## src/rtl/bls_pkg.sv

```systemverilog
package bls_pkg;

  // built depth and field widths
  localparam int unsigned BlsDepth = 16;
  localparam int unsigned WordW    = 32;
  localparam int unsigned CapW     = 5;
  localparam int unsigned LevelW   = 5;

  // capacity after reset
  localparam logic [CapW-1:0] CapReset = 5'd16;

  // fixed result words
  localparam logic signed [WordW-1:0] WordMin      = 32'sh8000_0000;
  localparam logic signed [WordW-1:0] WordNotFound = -32'sd1;
  localparam logic signed [WordW-1:0] WordZero     = 32'sd0;

  // request codes
  typedef enum logic [1:0] {
    MODE_PUSH   = 2'd0,
    MODE_POP    = 2'd1,
    MODE_PEEK   = 2'd2,
    MODE_SEARCH = 2'd3
  } mode_e;

  // result status codes
  typedef enum logic [1:0] {
    STAT_OK        = 2'd0,
    STAT_OVERFLOW  = 2'd1,
    STAT_UNDERFLOW = 2'd2,
    STAT_NOTFOUND  = 2'd3
  } status_e;

  // control states, one-hot
  typedef enum logic [1:0] {
    S_IDLE = 2'b01,
    S_SCAN = 2'b10
  } state_e;

  // request beat
  typedef struct packed {
    mode_e                   mode;
    logic signed [WordW-1:0] data_in;
  } bls_in_t;

  // result beat
  typedef struct packed {
    logic signed [WordW-1:0] data_out;
    status_e                 status;
    logic [LevelW-1:0]       level;
  } bls_out_t;

  // shift control shared by every cell
  typedef struct packed {
    logic load_above;  // push: take the word from the cell nearer the top
    logic load_below;  // pop or scan: take the word from the cell below
  } bls_cell_op_t;

endpackage

```

## src/rtl/bls_cell.sv

```systemverilog
module bls_cell
  import bls_pkg::*;
(
  input  logic                    clk_i,
  input  bls_cell_op_t            op_i,
  input  logic signed [WordW-1:0] above_i,
  input  logic signed [WordW-1:0] below_i,
  output logic signed [WordW-1:0] word_o
);

  logic signed [WordW-1:0] word_q;

  // one stack slot, shifts toward the bottom on push, toward the top on pop
  always_ff @(posedge clk_i) begin
    if (op_i.load_above) begin
      word_q <= above_i;
    end else if (op_i.load_below) begin
      word_q <= below_i;
    end
  end

  assign word_o = word_q;

endmodule

```

## src/rtl/bounded_lifo_stack_with_search.sv

```systemverilog
// channel   direction  handshake                  payload
// in        input      in_valid_i / in_stall_o    in_data_i  (bls_in_t: mode, data_in)
// out       output     out_valid_o / out_stall_i  out_data_o (bls_out_t: data_out, status, level)
// cfg       input      cfg_we_i                   cfg_wdata_i (capacity)
//
// push, pop and peek finish on the accept; their result beat is registered into the output queue
// search: once accepted, the input stalls for DEPTH steps in which
// the cell chain rotates once around with the top cell compared against the key
// the input stalls during a scan and while the skid slot holds a beat
// reset clears the fill count, the state and the output queue; cells hold no reset
// a two-deep output queue lets one beat be accepted while a result waits

module bounded_lifo_stack_with_search
  import bls_pkg::*;
#(
  parameter int unsigned DEPTH = BlsDepth
) (
  input  logic              clk_i,
  input  logic              rst_ni,
  input  logic              in_valid_i,
  output logic              in_stall_o,
  input  bls_in_t           in_data_i,
  output logic              out_valid_o,
  input  logic              out_stall_i,
  output bls_out_t          out_data_o,
  input  logic              cfg_we_i,
  input  logic [CapW-1:0]   cfg_wdata_i
);

  localparam int unsigned CW = $clog2(DEPTH + 1);
  localparam int unsigned IW = (DEPTH > 1) ? $clog2(DEPTH) : 1;
  localparam int unsigned LW = (CW > CapW) ? CW : CapW;
  localparam logic [LW-1:0] DepthL = LW'(DEPTH);
  localparam logic [IW-1:0] ScanLast = IW'(DEPTH - 1);

  logic [CapW-1:0]         cap_q;
  logic [CW-1:0]           count_q, count_d;
  state_e                  state_q, state_d;
  logic [IW-1:0]           scan_cnt_q, scan_cnt_d;
  logic signed [WordW-1:0] key_q;
  logic                    hit_q, hit_d;
  logic                    out_valid_q, skid_valid_q;
  bls_out_t                out_q, skid_q;

  logic                    in_fire, take;
  logic                    full, empty, scan_hit;
  logic [LW-1:0]           cap_ext, cap_use, count_ext;
  logic                    res_valid, start_scan;
  bls_out_t                res;
  bls_cell_op_t            op;
  logic signed [WordW-1:0] cell_word [DEPTH];

  // capacity register
  always_ff @(posedge clk_i or negedge rst_ni) begin
    if (!rst_ni) begin
      cap_q <= CapReset;
    end else if (cfg_we_i) begin
      cap_q <= cfg_wdata_i;
    end
  end

  // capacity clamped to 1..DEPTH
  assign cap_ext   = LW'(cap_q);
  assign count_ext = LW'(count_q);
  always_comb begin
    if (cap_ext == '0) begin
      cap_use = LW'(1);
    end else if (cap_ext > DepthL) begin
      cap_use = DepthL;
    end else begin
      cap_use = cap_ext;
    end
  end
  assign full  = (count_ext >= cap_use);
  assign empty = (count_q == '0);

  assign in_stall_o = (state_q != S_IDLE) || skid_valid_q;
  assign in_fire    = in_valid_i && !in_stall_o;
  assign take       = out_valid_q && !out_stall_i;

  // top cell holds the entry being compared in this scan cycle
  assign scan_hit = (CW'(scan_cnt_q) < count_q) && (cell_word[0] == key_q);

  // request decode and result forming
  always_comb begin
    state_d      = state_q;
    count_d      = count_q;
    scan_cnt_d   = scan_cnt_q;
    hit_d        = hit_q;
    op           = '0;
    res_valid    = 1'b0;
    start_scan   = 1'b0;
    res.data_out = WordZero;
    res.status   = STAT_OK;
    res.level    = LevelW'(count_q);
    unique case (state_q)
      S_IDLE: begin
        if (in_fire) begin
          unique case (in_data_i.mode)
            MODE_PUSH: begin
              res_valid = 1'b1;
              if (full) begin
                res.status = STAT_OVERFLOW;
              end else begin
                op.load_above = 1'b1;
                count_d       = count_q + CW'(1);
              end
            end
            MODE_POP: begin
              res_valid = 1'b1;
              if (empty) begin
                res.data_out = WordMin;
                res.status   = STAT_UNDERFLOW;
              end else begin
                res.data_out  = cell_word[0];
                op.load_below = 1'b1;
                count_d       = count_q - CW'(1);
              end
            end
            MODE_PEEK: begin
              res_valid = 1'b1;
              if (empty) begin
                res.data_out = WordMin;
                res.status   = STAT_UNDERFLOW;
              end else begin
                res.data_out = cell_word[0];
              end
            end
            MODE_SEARCH: begin
              start_scan = 1'b1;
              scan_cnt_d = '0;
              hit_d      = 1'b0;
              state_d    = S_SCAN;
            end
            default: ;
          endcase
          res.level = LevelW'(count_d);
        end
      end
      S_SCAN: begin
        op.load_below = 1'b1;
        hit_d         = hit_q || scan_hit;
        scan_cnt_d    = scan_cnt_q + IW'(1);
        if (scan_cnt_q == ScanLast) begin
          res_valid = 1'b1;
          state_d   = S_IDLE;
          if (hit_d) begin
            res.data_out = key_q;
            res.status   = STAT_OK;
          end else begin
            res.data_out = WordNotFound;
            res.status   = STAT_NOTFOUND;
          end
        end
      end
      default: begin
        state_d = S_IDLE;
      end
    endcase
  end

  // control registers
  always_ff @(posedge clk_i or negedge rst_ni) begin
    if (!rst_ni) begin
      state_q    <= S_IDLE;
      count_q    <= '0;
      scan_cnt_q <= '0;
      hit_q      <= 1'b0;
    end else begin
      state_q    <= state_d;
      count_q    <= count_d;
      scan_cnt_q <= scan_cnt_d;
      hit_q      <= hit_d;
    end
  end

  // search key
  always_ff @(posedge clk_i) begin
    if (start_scan) begin
      key_q <= in_data_i.data_in;
    end
  end

  // chain of cells, cell 0 is the top, the bottom wraps to the top for the scan
  for (genvar g = 0; g < DEPTH; g++) begin : g_cell
    logic signed [WordW-1:0] above, below;
    if (g == 0) begin : g_top
      assign above = in_data_i.data_in;
    end else begin : g_mid
      assign above = cell_word[g-1];
    end
    if (g == DEPTH - 1) begin : g_bot
      assign below = cell_word[0];
    end else begin : g_up
      assign below = cell_word[g+1];
    end
    bls_cell u_cell (
      .clk_i   (clk_i),
      .op_i    (op),
      .above_i (above),
      .below_i (below),
      .word_o  (cell_word[g])
    );
  end

  // two-deep result queue: output register and skid slot
  always_ff @(posedge clk_i or negedge rst_ni) begin
    if (!rst_ni) begin
      out_valid_q  <= 1'b0;
      skid_valid_q <= 1'b0;
    end else if (!out_valid_q || take) begin
      if (skid_valid_q) begin
        out_valid_q  <= 1'b1;
        skid_valid_q <= res_valid;
      end else begin
        out_valid_q  <= res_valid;
      end
    end else if (res_valid) begin
      skid_valid_q <= 1'b1;
    end
  end

  always_ff @(posedge clk_i) begin
    if (!out_valid_q || take) begin
      if (skid_valid_q) begin
        out_q  <= skid_q;
        skid_q <= res;
      end else begin
        out_q  <= res;
      end
    end else if (res_valid) begin
      skid_q <= res;
    end
  end

  assign out_valid_o = out_valid_q;
  assign out_data_o  = out_q;

  // fill never passes the built depth
  a_count_bound: assert property (@(posedge clk_i) disable iff (!rst_ni)
    CW'(count_q) <= CW'(DEPTH))
    else $error("fill count above depth");

  // no beat is taken while the chain rotates
  a_scan_stall: assert property (@(posedge clk_i) disable iff (!rst_ni)
    (state_q == S_SCAN) |-> in_stall_o)
    else $error("input accepted during scan");

  // skid slot only fills behind a held output beat
  a_skid_order: assert property (@(posedge clk_i) disable iff (!rst_ni)
    skid_valid_q |-> out_valid_q)
    else $error("skid holds a beat with output empty");

  // scan leaves the fill alone
  a_scan_count: assert property (@(posedge clk_i) disable iff (!rst_ni)
    (state_q == S_SCAN) |=> (count_q == $past(count_q)))
    else $error("fill changed during scan");

  // a scan starts from the top cell
  a_scan_start: assert property (@(posedge clk_i) disable iff (!rst_ni)
    start_scan |=> (scan_cnt_q == '0) && (state_q == S_SCAN))
    else $error("scan did not start at the top");

endmodule
```

## config.mk

```make
export PLATFORM = sky130hd
export DESIGN_NAME = bounded_lifo_stack_with_search
export DESIGN_NICKNAME = d
export VERILOG_FILES = /design/src/rtl/bls_pkg.sv /design/src/rtl/bls_cell.sv /design/src/rtl/bounded_lifo_stack_with_search.sv
export SDC_FILE = /design/constraint.sdc
export NUM_CORES = 1
export LEC_CHECK = 0
export BUFFER_PORTS_ARGS = -buffer_cell sky130_fd_sc_hd__buf_2
export CAP_MARGIN = 40
export CORE_AREA = 4 4 217 219
export DETAILED_ROUTE_END_ITERATION = 8
export DIE_AREA = 0 0 221 223
export PLACE_DENSITY = 0.79
export SLEW_MARGIN = 20
export SYNTH_ARGS = -nofsm -noshare
export SYNTH_HDL_FRONTEND = slang
export SYNTH_SLANG_ARGS = --single-unit
```

## constraint.sdc

```tcl
create_clock -name clk_i -period 38.9 [get_ports clk_i]
set_input_delay 3.89 -clock clk_i [delete_from_list [all_inputs] [get_ports clk_i]]
set_output_delay 3.89 -clock clk_i [all_outputs]
set_load 0.05 [all_outputs]
```

* After elaboration in Yosys (flattened, before gate mapping)
Index checks and enable logic that the tools add are counted.
** Operators by class
- Add/sub/neg operators :: 3
- Order comparisons :: 3
- Eq/ne operators :: 12
- Multiplexer cells :: 79
- Reductions and logical operators :: 21
** Operators with widths (count)
- $mux W32 :: 34
- $mux W39 :: 5
- $mux W34 :: 2
- $pmux W34 S2 :: 1
- $eq A32 B32 Y1 :: 1
- $mux W5 :: 5
- $mux W1 :: 18
- $logic_not A5 Y1 :: 2
- $mux W2 :: 5
- $pmux W5 S2 :: 1
- $mux W4 :: 2
- $pmux W2 S2 :: 2
- $pmux W4 S2 :: 1
- $eq A2 B2 Y1 const B :: 3
- $ne A2 B2 Y1 const B :: 3
- $pmux W1 S2 :: 3
- $reduce_and A3 Y1 :: 2
- $reduce_bool A2 Y1 :: 3
- $add A5 B1 Y5 const B :: 1
- $ge A5 B5 Y1 :: 1
- $gt A5 B5 Y1 const B :: 1
- $lt A4 B5 Y1 :: 1
- $sub A5 B1 Y5 const B :: 1
- $add A4 B1 Y4 const B :: 1
- 10 further kinds :: 19
** Storage, ports and cells
- Register bits :: 641
- Bits of input ports :: 44
- Word-level logic and storage cells :: 148

* Longest topological paths before layout
- Depth after elaboration :: 10
- Gate-level depth with buffers :: 12
- Gate-level depth less buffers :: 9

* By module
A second synthesis with hierarchy kept.
** Second synthesis, totals
- Cells, all modules :: 1557
- Area, all modules :: 30128.9 µm²
** By module, submodules not included
- bls_cell :: instances 16, cells each 69, area an instance 1507.7 µm²
- bounded_lifo_stack_with_search :: instances 1, cells each 453, area an instance 6005.8 µm²

* Worst setup path after synthesis
OpenSTA, ideal clock, no wires.
- Path type :: input -> register
- From :: in in_data_i[33] (netlist name)
- To :: reg g_cell[0].u_cell.word_q[0], enable pin
- Library setup time :: 1.568 ns
- Arrival time :: 29.398 ns
- Slack :: 7.934 ns
- Cell stages on the path :: 6
- Path buffers :: 0
- Cells stage by stage :: inv_1 ha_1 inv_1 nor3_1 nor2_1 o22ai_1
** Between the ends
- Longest elaborated chain between the ends :: 5
** Ends and longest elaborated chain
- start: declaration :: RTL line bounded_lifo_stack_with_search.sv:22 : input bls_in_t in_data_i,
- $eq A2 B1 Y1 or $logic_not A2 Y1 (tied branches) :: RTL line bounded_lifo_stack_with_search.sv:99 : unique case (in_data_i.mode)
- $mux W1 :: RTL line bounded_lifo_stack_with_search.sv:99
- $mux W2 (*) :: RTL line bounded_lifo_stack_with_search.sv:98 : if (in_fire) begin
- $pmux W1 S2 or $mux W1 (tied branches) :: RTL line bounded_lifo_stack_with_search.sv:96 : unique case (state_q)
- $reduce_bool A2 Y1 (no line) (*)
- end signal: assignment :: RTL line bls_cell.sv:16 : word_q <= above_i;
- end signal: assignment :: RTL line bls_cell.sv:18 : word_q <= below_i;
- end: declaration :: RTL line bls_cell.sv:11 : logic signed [WordW-1:0] word_q;
Mark *: on every way between the ends. The rest lies on a longest branch, timed or not.
A chain may end at the register's enable or synchronous reset.

* Worst setup path after layout
- From :: in in_data_i[33] (netlist name)
- To :: reg g_cell[12].u_cell.word_q[7] (data pin)
** Between the ends
- Longest elaborated chain between the ends :: 5
** Ends and longest elaborated chain
- $logic_not A2 Y1 :: RTL line bounded_lifo_stack_with_search.sv:99
- $mux W1 :: RTL line bounded_lifo_stack_with_search.sv:99
- $mux W2 :: RTL line bounded_lifo_stack_with_search.sv:98
- $mux W1 :: RTL line bounded_lifo_stack_with_search.sv:96
- $mux W32 :: RTL line bls_cell.sv:15 : if (op_i.load_above) begin
- end signal: assignment :: RTL line bls_cell.sv:16
- end signal: assignment :: RTL line bls_cell.sv:18
- end: declaration :: RTL line bls_cell.sv:11
No other way between the ends.

==> flow_summary.toml <==
[clock_network]
clockRootBuffer = "clkbuf_16"
ctsLongestPathBuffers = 3
cts_tree = "yes"
cts_buffers = 60
clkTransAtPathRegs_ns = 0.06
htree_num_levels = 2
cts.sinks = 641
clock_latency_ns = 0.61
cts-resized-gates = 0
postCtsSetupRepairBufs = 0
hold_buffers = 0

[flow_run]
cap_violations = 0

[detailed_routing]
ant_nets = 0
via_count = 13700
firstDrtPassIters = 5
wirelength_um = 47500
drc = 0
initialDrtViolationCount = 1362
wire_per_inst_um = 20.5
via_per_inst = 5.90

[timing]
tns_ns = 0
fin_ws_ns = 31.74
max_freq_mhz = 140
maxSlewViolCount = 0
finalClockSkew_ns = 0.0131
period_needed_ns = 7.16
slew_headroom_pct = 42.3
tightest_slew_ns = 0.843
final_hold_viol_count = 0
rsz0062_at_grt = "false"
period_share_pct = 18.4
setup_violations = 0

[placement]
dp.cells = 2207
dp_hpwl_um = 29400
gp_congestion = 0.919
io_buffers = 84
dp_worst_setup_slack_ns = 30.39

[synth]
netlist.area_leader.share_pct = 67.1
synth_ff_type = "edfxtp_1"
async_flop_share_pct = 2.96
syn_area_um2 = 27900
synth_seq_area_share_pct = 68.8
synth_edf_count = 622
synth_area_leader_cell = "edfxtp_1"
ys_types = 58
ys_ff_latch = 641
postSynthAreaPerCell_um2 = 17.6
yosys-top-cells-area = "edfxtp_1, mux2_2, mux2_1, buf_6, dfrtp_1"
synth_nets = 1642
synth_warnings = 0
synthCells = 1582

[hold_path]
hold_class = "flop to flop"

[grt]
grt_max_degree = 222
grt_pass1_vias = 14000
track_usage_pct = 19.0
grt_antenna_before_repair = 1
grt_pass1_wl_um = 76200
overflow = 0

[die]
die_h_um = 223
coreArea_um2 = 45100
fp-row-count = 78
die_w_um = 221
initial_core_util_pct = 61.8
die_area_um2 = 49300
ios = 85

[critical_path]
reg2reg_to = "g_cell[12].u_cell.word_o[7]"
cp-endpoint = "g_cell[12].u_cell.word_o[7]"
r2r.worst_path.cells = 13
path_buf_inv = 8
r2r_slack_ns = 34.28
r2r_start = "cap_ext[4]"
worstSetupStartpoint = "in_data_i[33]"
crit_slowest_cell = "buf_4"
criticalPathCategory = "input port to flop"
worstPathRequired_ns = 39.26
worstPathCellList = "buf_2 > inv_1 > ha_1 > nand2_2 > a211oi_4 > buf_4 > buf_4 > buf_4 > buf_16 > buf_4 > buf_16 > mux2_2"
critPathLaunchType = "input port"
cp-end-kind = "flop"
crit_top_cell = "buf_4"
cp_num_cells = 12
crit_family = "buffers and inverters"
crit_arrival_ns = 7.52
path_max_fanout = 58
critPathMaxStageDelay_ns = 0.47

[final_layout]
multiInputGateArea_um2 = 8030
layout-drive-gt1-share_pct = 38.4
regArea_um2 = 19200
nFillCells = 2948
syn_to_final_growth_pct = 10.1
stdcell_count = 2322
nets = 1733

[power_and_ir_drop]
p_per_area_nw_per_um2 = 69.4
p_total_w = 0.00213
ir_drop_mv = 0.0532
power.leakage_nw = 10.4

[outcome]
status = "finished, final reports clean"
==> synth_stat cells (all sizes together), types with 16 or more instances <==
cell type  instances
edfxtp           622
mux2             517
buf               65
nand2             61
a21oi             45
nor2b             38
a22oi             33
xor2              31
dfrtp             17
nor2              17
clkbuf            16
ha                16
==> cells by family after synthesis <==
group	Yosys count	synth area share, %
flip-flops	641	68.8
adder cells (fa/ha/maj)	16	0.719
multiplexers	519	21.0
buffers and inverters	95	2.53
XOR/XNOR	32	1.01
AO/OA/AOI/OAI	127	3.16
AND/OR/NAND/NOR	152	2.83
==> metal layers <==
metal | wire, µm | track usage (%) | vias up
met2 | 22900 | 30.4 | 370
met5 | 0 | 0 | -
met4 | 1440 | 6.42 | 0
met3 | 2440 | 3.63 | 88
met1 | 20700 | 26.7 | 6882
li1 | - | - | 6363
==> through the flow <==
stage	hold slack (ns)	utilization (%)	instance area, µm²
4_1_cts	0.534	67.8	30500
6_report	0.530	68.0	30700
2_1_floorplan	0.481	-	27900
5_1_grt	0.540	68.0	30700
3_5_place_dp	0.517	63.8	28800
3_3_place_gp	0.496	63.3	28500
==> report_power, final <==
part | total (W) | leakage (nW) | switching (W) | internal, W
logic | 0.000489 | 3.49 | 0.000296 | 0.000193
registers | 0.00110 | 6.04 | 0.0000831 | 0.00101
clock network | 0.000542 | 0.879 | 0.000242 | 0.000299
total | 0.00213 | 10.4 | 0.000621 | 0.00151
==> area by class of cell <==
type / instances / share of cell area (%)
Sequential cell: 641 / 62.5
Multi-Input combinational cell: 846 / 26.2
Clock buffer: 76 / 5.16
Timing Repair Buffer: 110 / 2.85
Tap cell: 600 / 2.45
Clock inverter: 34 / 0.694
Inverter: 14 / 0.171
Antenna cell: 1 / 0.00816
==> sequential cells by signal (all words and copies together) (netlist names) <==
name                  cells
key_q                    32
hit_q                     1
out_valid_o               1
g_cell.u_cell.word_o    512
count_ext                 5
skid_q                   39
state_q                   2
skid_valid_q              1
scan_cnt_q                4
out_data_o               39
cap_ext                   5
==> cells in the final DEF (no fill, tap or decap), types with 3 or more instances in the layout <==
cell type  instances
o31ai_1            3
mux2_1            69
dfrtp_1           17
nand3_1            5
clkbuf_1          15
a22oi_1           33
nor2_1            15
nor2b_1           38
buf_16            11
a21oi_2            3
a21oi_1           42
clkinv_2          12
clkbuf_16         61
buf_2             84
nand2b_1           5
inv_1             13
o211ai_1           5
xor2_1            31
o21ai_0           14
nor4_1             7
mux2_2           448
buf_4             12
ha_1              16
nand2_1           59
edfxtp_1         622
clkinv_1          16
buf_12             3
nor3_1             6
==> worst min path at each step <==
stage | slack, ns | end | from | cells after the start
finish | 0.53 | cap_ext[0] | cap_ext[0] | 1
global route | 0.54 | out_data_o[0] | skid_q[0] | 2
CTS | 0.53 | out_data_o[0] | skid_q[0] | 2
detailed placement | 0.52 | out_data_o[0] | skid_q[0] | 2
global placement | 0.50 | cap_ext[0] | cap_ext[0] | 1
floorplan | 0.48 | cap_ext[0] | cap_ext[0] | 1
Power figures use the tool's default switching activity.
